File: config.mk
export PLATFORM = sky130hd
export DESIGN_NAME = tdd_ctrl
export DESIGN_NICKNAME = d
export VERILOG_FILES = /design/src/tdd_pkg.sv /design/src/tdd_ctrl.sv
export VERILOG_INCLUDE_DIRS = /design/src /design/src/src
export SDC_FILE = /design/constraint.sdc
export NUM_CORES = 1
export LEC_CHECK = 0
export ABC_AREA = 1
export BUFFER_PORTS_ARGS = -buffer_cell sky130_fd_sc_hd__buf_2
export CAP_MARGIN = 20
export CORE_MARGIN = 3
export CORE_UTILIZATION = 29
export DETAILED_ROUTE_END_ITERATION = 16
export PLACE_DENSITY = 0.84
export RECOVER_POWER = 50
export SLEW_MARGIN = 25
export SYNTH_ARGS = -nofsm -noshare
export SYNTH_HDL_FRONTEND = slang
export SYNTH_SLANG_ARGS = --single-unit
File: constraint.sdc
create_clock -name i_clk -period 1.6 [get_ports i_clk]
set_input_delay 0.24 -clock i_clk [delete_from_list [all_inputs] [get_ports i_clk]]
set_output_delay 0.24 -clock i_clk [all_outputs]
set_load 0.01 [all_outputs]
File: src/toroidal_diffusion_decay_step_assert.svh
// Assertion macros for the diffusion grid block.
`ifndef TOROIDAL_DIFFUSION_DECAY_STEP_ASSERT_SVH
`define TOROIDAL_DIFFUSION_DECAY_STEP_ASSERT_SVH
`ifndef SYNTHESIS
`define TDD_ASSERT_IMP(label, clk, rst_n, ante, cons) \
    label: assert property (@(posedge clk) disable iff (!rst_n) (ante) |-> (cons)) \
        else $error("assertion failed");
`define TDD_ASSERT_NXT(label, clk, rst_n, ante, cons) \
    label: assert property (@(posedge clk) disable iff (!rst_n) (ante) |=> (cons)) \
        else $error("assertion failed");
`else
`define TDD_ASSERT_IMP(label, clk, rst_n, ante, cons)
`define TDD_ASSERT_NXT(label, clk, rst_n, ante, cons)
`endif
`endif

File: src/tdd_pkg.sv
`timescale 1ns / 1ps
package tdd_pkg;
    localparam int MAX_COLS_DEF = 64;
    localparam int MAX_ROWS_DEF = 64;

    typedef enum logic [1:0] {
        FUNC_WRITE = 2'd0,
        FUNC_STEP  = 2'd1,
        FUNC_READ  = 2'd2,
        FUNC_NOP   = 2'd3
    } t_func;

    typedef enum logic [1:0] {
        REG_WIDTH  = 2'd0,
        REG_HEIGHT = 2'd1,
        REG_DIFF   = 2'd2,
        REG_DECAY  = 2'd3
    } t_reg;

    typedef struct packed {
        logic [1:0]  func;
        logic [5:0]  col;
        logic [5:0]  row;
        logic [31:0] amount_in;
    } t_in;

    typedef struct packed {
        logic [31:0] amount_out;
        logic        status;
    } t_out;

    typedef enum logic [3:0] {
        ST_CLEAR,
        ST_IDLE,
        ST_RD,
        ST_RESP,
        ST_OWAIT,
        ST_S_ADDR,
        ST_S_ACC,
        ST_S_CALC,
        ST_S_MUL,
        ST_S_WR,
        ST_C_ADDR,
        ST_C_WR
    } t_state;

    // controller -> datapath
    typedef struct packed {
        logic clr_start;   // reset cell counters
        logic clr_wr;      // write zero at clear counter
        logic acc_clear;
        logic acc_add;     // add amount read data, advance tap
        logic tap_reset;
        logic calc;        // register t and factor
        logic mul;         // register product
        logic next_wr;     // write next store
        logic copy_wr;     // write amount store from next store
        logic cell_inc;    // advance sweep cell
        logic req_rd;      // read for request
        logic req_wr;      // write for request
        logic load_out;    // capture result
    } t_cmd;

    // datapath -> controller
    typedef struct packed {
        logic clr_last;
        logic tap_last;
        logic cell_last;
    } t_sts;
endpackage

File: src/tdd_ctrl.sv
`timescale 1ns / 1ps
module tdd_ctrl (
    input  logic          i_clk,
    input  logic          i_rst_n,
    input  logic          i_in_valid,
    output logic          o_in_ready,
    input  tdd_pkg::t_in  i_in,
    output logic          o_out_valid,
    input  logic          i_out_ready,
    input  tdd_pkg::t_sts i_sts,
    output tdd_pkg::t_cmd o_cmd,
    output logic          o_idle
);
    import tdd_pkg::*;
`include "toroidal_diffusion_decay_step_assert.svh"

    t_state r_state, n_state;
    logic   r_out_valid, n_out_valid;
    logic   in_acc;

    always_ff @(posedge i_clk) begin
        if (!i_rst_n) begin
            r_state     <= ST_CLEAR;
            r_out_valid <= 1'b0;
        end else begin
            r_state     <= n_state;
            r_out_valid <= n_out_valid;
        end
    end

    assign o_out_valid = r_out_valid;
    assign o_idle      = (r_state == ST_IDLE);
    // new request taken while a result waits; its result waits in ST_RESP until the slot frees
    assign o_in_ready  = (r_state == ST_IDLE);
    assign in_acc      = i_in_valid && o_in_ready;

    always_comb begin
        n_state     = r_state;
        n_out_valid = r_out_valid;
        o_cmd       = '0;
        if (r_out_valid && i_out_ready) begin
            n_out_valid = 1'b0;
        end
        case (r_state)
            ST_CLEAR: begin
                o_cmd.clr_wr = 1'b1;
                if (i_sts.clr_last) begin
                    n_state = ST_IDLE;
                end
            end
            ST_IDLE: begin
                if (in_acc) begin
                    if (t_func'(i_in.func) == FUNC_STEP) begin
                        o_cmd.clr_start = 1'b1;
                        n_state         = ST_S_ADDR;
                    end else begin
                        o_cmd.req_rd = 1'b1;
                        o_cmd.req_wr = 1'b1;
                        n_state      = ST_RD;
                    end
                end
            end
            ST_RD: begin
                n_state = ST_RESP;
            end
            ST_RESP: begin
                if (!r_out_valid || i_out_ready) begin
                    o_cmd.load_out = 1'b1;
                    n_out_valid    = 1'b1;
                    n_state        = ST_IDLE;
                end
            end
            ST_S_ADDR: begin
                o_cmd.tap_reset = 1'b1;
                o_cmd.acc_clear = 1'b1;
                n_state         = ST_S_ACC;
            end
            ST_S_ACC: begin
                o_cmd.acc_add = 1'b1;
                if (i_sts.tap_last) begin
                    n_state = ST_S_CALC;
                end
            end
            ST_S_CALC: begin
                o_cmd.calc = 1'b1;
                n_state    = ST_S_MUL;
            end
            ST_S_MUL: begin
                o_cmd.mul = 1'b1;
                n_state   = ST_S_WR;
            end
            ST_S_WR: begin
                o_cmd.next_wr  = 1'b1;
                o_cmd.cell_inc = 1'b1;
                if (i_sts.cell_last) begin
                    o_cmd.clr_start = 1'b1;
                    n_state         = ST_C_ADDR;
                end else begin
                    n_state = ST_S_ADDR;
                end
            end
            ST_C_ADDR: begin
                n_state = ST_C_WR;
            end
            ST_C_WR: begin
                o_cmd.copy_wr  = 1'b1;
                o_cmd.cell_inc = 1'b1;
                if (i_sts.cell_last) begin
                    n_state = ST_RESP;
                end else begin
                    n_state = ST_C_ADDR;
                end
            end
            default: begin
                n_state = ST_IDLE;
            end
        endcase
    end

    `TDD_ASSERT_IMP(a_ready_idle, i_clk, i_rst_n, o_in_ready, r_state == ST_IDLE)
    `TDD_ASSERT_NXT(a_load_sets_valid, i_clk, i_rst_n, o_cmd.load_out, r_out_valid)
    `TDD_ASSERT_IMP(a_no_overwrite, i_clk, i_rst_n, o_cmd.load_out, !r_out_valid || i_out_ready)
    `TDD_ASSERT_IMP(a_wr_excl, i_clk, i_rst_n, o_cmd.next_wr, !o_cmd.copy_wr)
endmodule

==> flow_summary.ini <==
[power]
ir_drop_mv = 0.562
p_leak_nw = 0.357
p_per_area_nw_per_um2 = 1330

[global_routing]
grt_overflow = 0
grt_pass1_vias = 512
track_usage_pct = 12.6
antenna_found_initial = 0
grt_max_degree = 10
grt_pass1_wl_um = 2040

[yosys]
yosys.area.top_type_share_pct = 20.5
seq_area_frac_synth_pct = 20.5
yosys_warnings = 0
ys_ff_latch = 5
yosysTopAreaCell = dfxtp_1
synth.distinct_cells = 17
synth_area_leaders = dfxtp_1 (21%), nand2_1 (12%), inv_1 (11%), nor2_1 (11%), nand2_2 (6.4%)
syn_nets = 137
netlist_area_um2 = 488
synth_area_per_cell_um2 = 5.81
postSynthCellCount = 84

[clock_network]
clk_path_buf_depth = 2
cts_sinks = 5
cts_buffers = 3
path_clk_slew_ns = 0.04
cts_resized = 1
cts_tree = yes
root_buffer = clkbuf_4
cts_hold_buf = 0
post_cts_buffers = 0
htree_levels = 1
clk_latency_ns = 0.24

[timing]
slew_headroom_pct = 85.5
fmax_mhz = 654
maxSlewViolCount = 0
setup-violations-final = 0
grt_setup_unrepaired = yes
fin_crit_sh_pct = 95.6
finalHoldViolations = 0
fin_crit_ns = 1.53
worst_pin_slew_ns = 0.217
finalClockSkew_ns = 0.00904

[finish]
multi_input_comb_area_um2 = 307
fin_nets = 162
fin_area_um2 = 631
fillerInstances = 161
layout_common_cells = buf_2 (23), nand2_1 (14), inv_1 (14), nor2_1 (13), nand2_2 (6)
register_area_um2 = 103
finalNonFillerCells = 124
antennaDiodeCount = 0
layout_commonest_cell = buf_2
area_growth_pct = 29.2
drive_above_1_share_pct = 39.8

[critical_path]
cp_top_family = flip-flops
timing.critical_path.mode_cell = nand2_2
rrSetupSlack_ns = 0.32
critPathBufInv = 2
regToRegEndpoint = r_state[0]
crit_end = o_cmd[12]
slowest_stage = dfxtp_2
cpPeakStageDelay_ns = 0.37
crit_start = r_state[1]
critical_path_class = register to primary output
crit_path_end_kind = primary output
cp-start-kind = register
cp.required_ns = 1.36
crit_arrival_ns = 1.29
crit_path_max_fanout = 9
crit_cells = 6
crit_path_cell_trace = inv_1 -> nand2_2 -> nor2_4 -> nand2_2 -> o21ai_0 -> buf_2
timing.rr.start = r_state[3]
reg2regPathDepth = 8

[placement]
dpl.hpwl_um = 1030
place_area_um2 = 598
place_congestion = 0.929
dpl.cell_count = 120
port_buffers = 24

[die]
ioPinCount = 69
coreArea_um2 = 1540
initial_utilization_pct = 31.7
die_h_um = 47.0
dieArea_um2 = 2210
num_rows = 14
die_x_um = 47.0

[routing]
drc_errors = 0
viasPerCell = 4.78
post_drt_wl_per_cell_um = 10.7
via_count = 593
wl_um = 1330
drtPass1Iterations = 6
drtAntennaViolNets = 0
drt_iter0_markers = 19

[worst_hold_path]
worstHoldPathCells = 3
hold_path_class = primary input to register

[outcome]
status = finished, final reports clean

[flow_run]
maxCapViolCount = 0
==> cell type report <==
cell class | count | share of cell area [%]
tap | 16 | 3.17
timing repair buffer | 24 | 18.8
sequential | 5 | 16.3
clock buffer | 4 | 4.17
multi-input combinational | 60 | 48.6
inverter | 15 | 8.93
==> metal layers <==
metal / wire (um) / vias to the layer above / track usage, % / part of all wire (%)
met5: 0 / - / 0 / 0
met4: 0 / 0 / 4.97 / 0
met3: 125 / 0 / 0.383 / 9.4
met2: 654 / 32 / 22.8 / 49
met1: 552 / 258 / 15.7 / 41
li1: - / 303 / - / -
==> worst min-delay path, delay by kind of cell <==
family | cells | cell delay, ns
compound gates | 1 | 0.06
buf+inv | 1 | 0.11
simple gates | 1 | 0.05
==> report_power, final <==
group	internal [mW]	switching [mW]	leakage [nW]
Clock	0.0944	0.0547	0.0150
Sequential	0.159	0.0580	0.0414
Combinational	0.184	0.288	0.300
==> worst min path at each step <==
stage / startpoint / slack, ns / end
global route: i_rst_n / 0.27 / r_state[0]
finish: i_rst_n / 0.26 / r_state[0]
global placement: i_rst_n / 0.51 / r_state[0]
detailed placement: i_rst_n / 0.51 / r_state[0]
CTS: i_rst_n / 0.25 / r_state[0]
floorplan: i_rst_n / 0.38 / r_state[0]
==> metrics by stage <==
stage / TNS (ns) / util [%] / power (mW) / hold slack [ns] / setup WS (ns)
after floorplan: 0 / - / 0.587 / 0.382 / 0.278
after global placement: 0 / 38.8 / 0.670 / 0.506 / 0.261
after detailed placement: 0 / 38.8 / 0.677 / 0.508 / 0.249
after CTS: 0 / 40.6 / 0.834 / 0.254 / 0.00549
after global routing: -0.0176 / 40.9 / 0.912 / 0.270 / -0.0176
final: 0 / 40.9 / 0.837 / 0.263 / 0.0703
==> state kept, by name (all words and copies together), names as in the netlist <==
name / cells
o_out_valid: 1
r_state: 4
==> cell families after synthesis <==
logic type,Yosys count,share of synthesized area [%]
DFF,5,20.5
AOI/OAI and AO/OA,9,9.49
and+or+nand+nor,51,52.3
buffers and inverters,19,17.7
==> cells in the mapped netlist (all sizes together) <==
library cell,number
nand2,21
nor2,20
inv,15
a21oi,5
dfxtp,5
nand3,5
buf,4
o21ai,3
nand3b,2
nor3,2
a31oi,1
nand4,1
(Power assumes the default switching activity.)
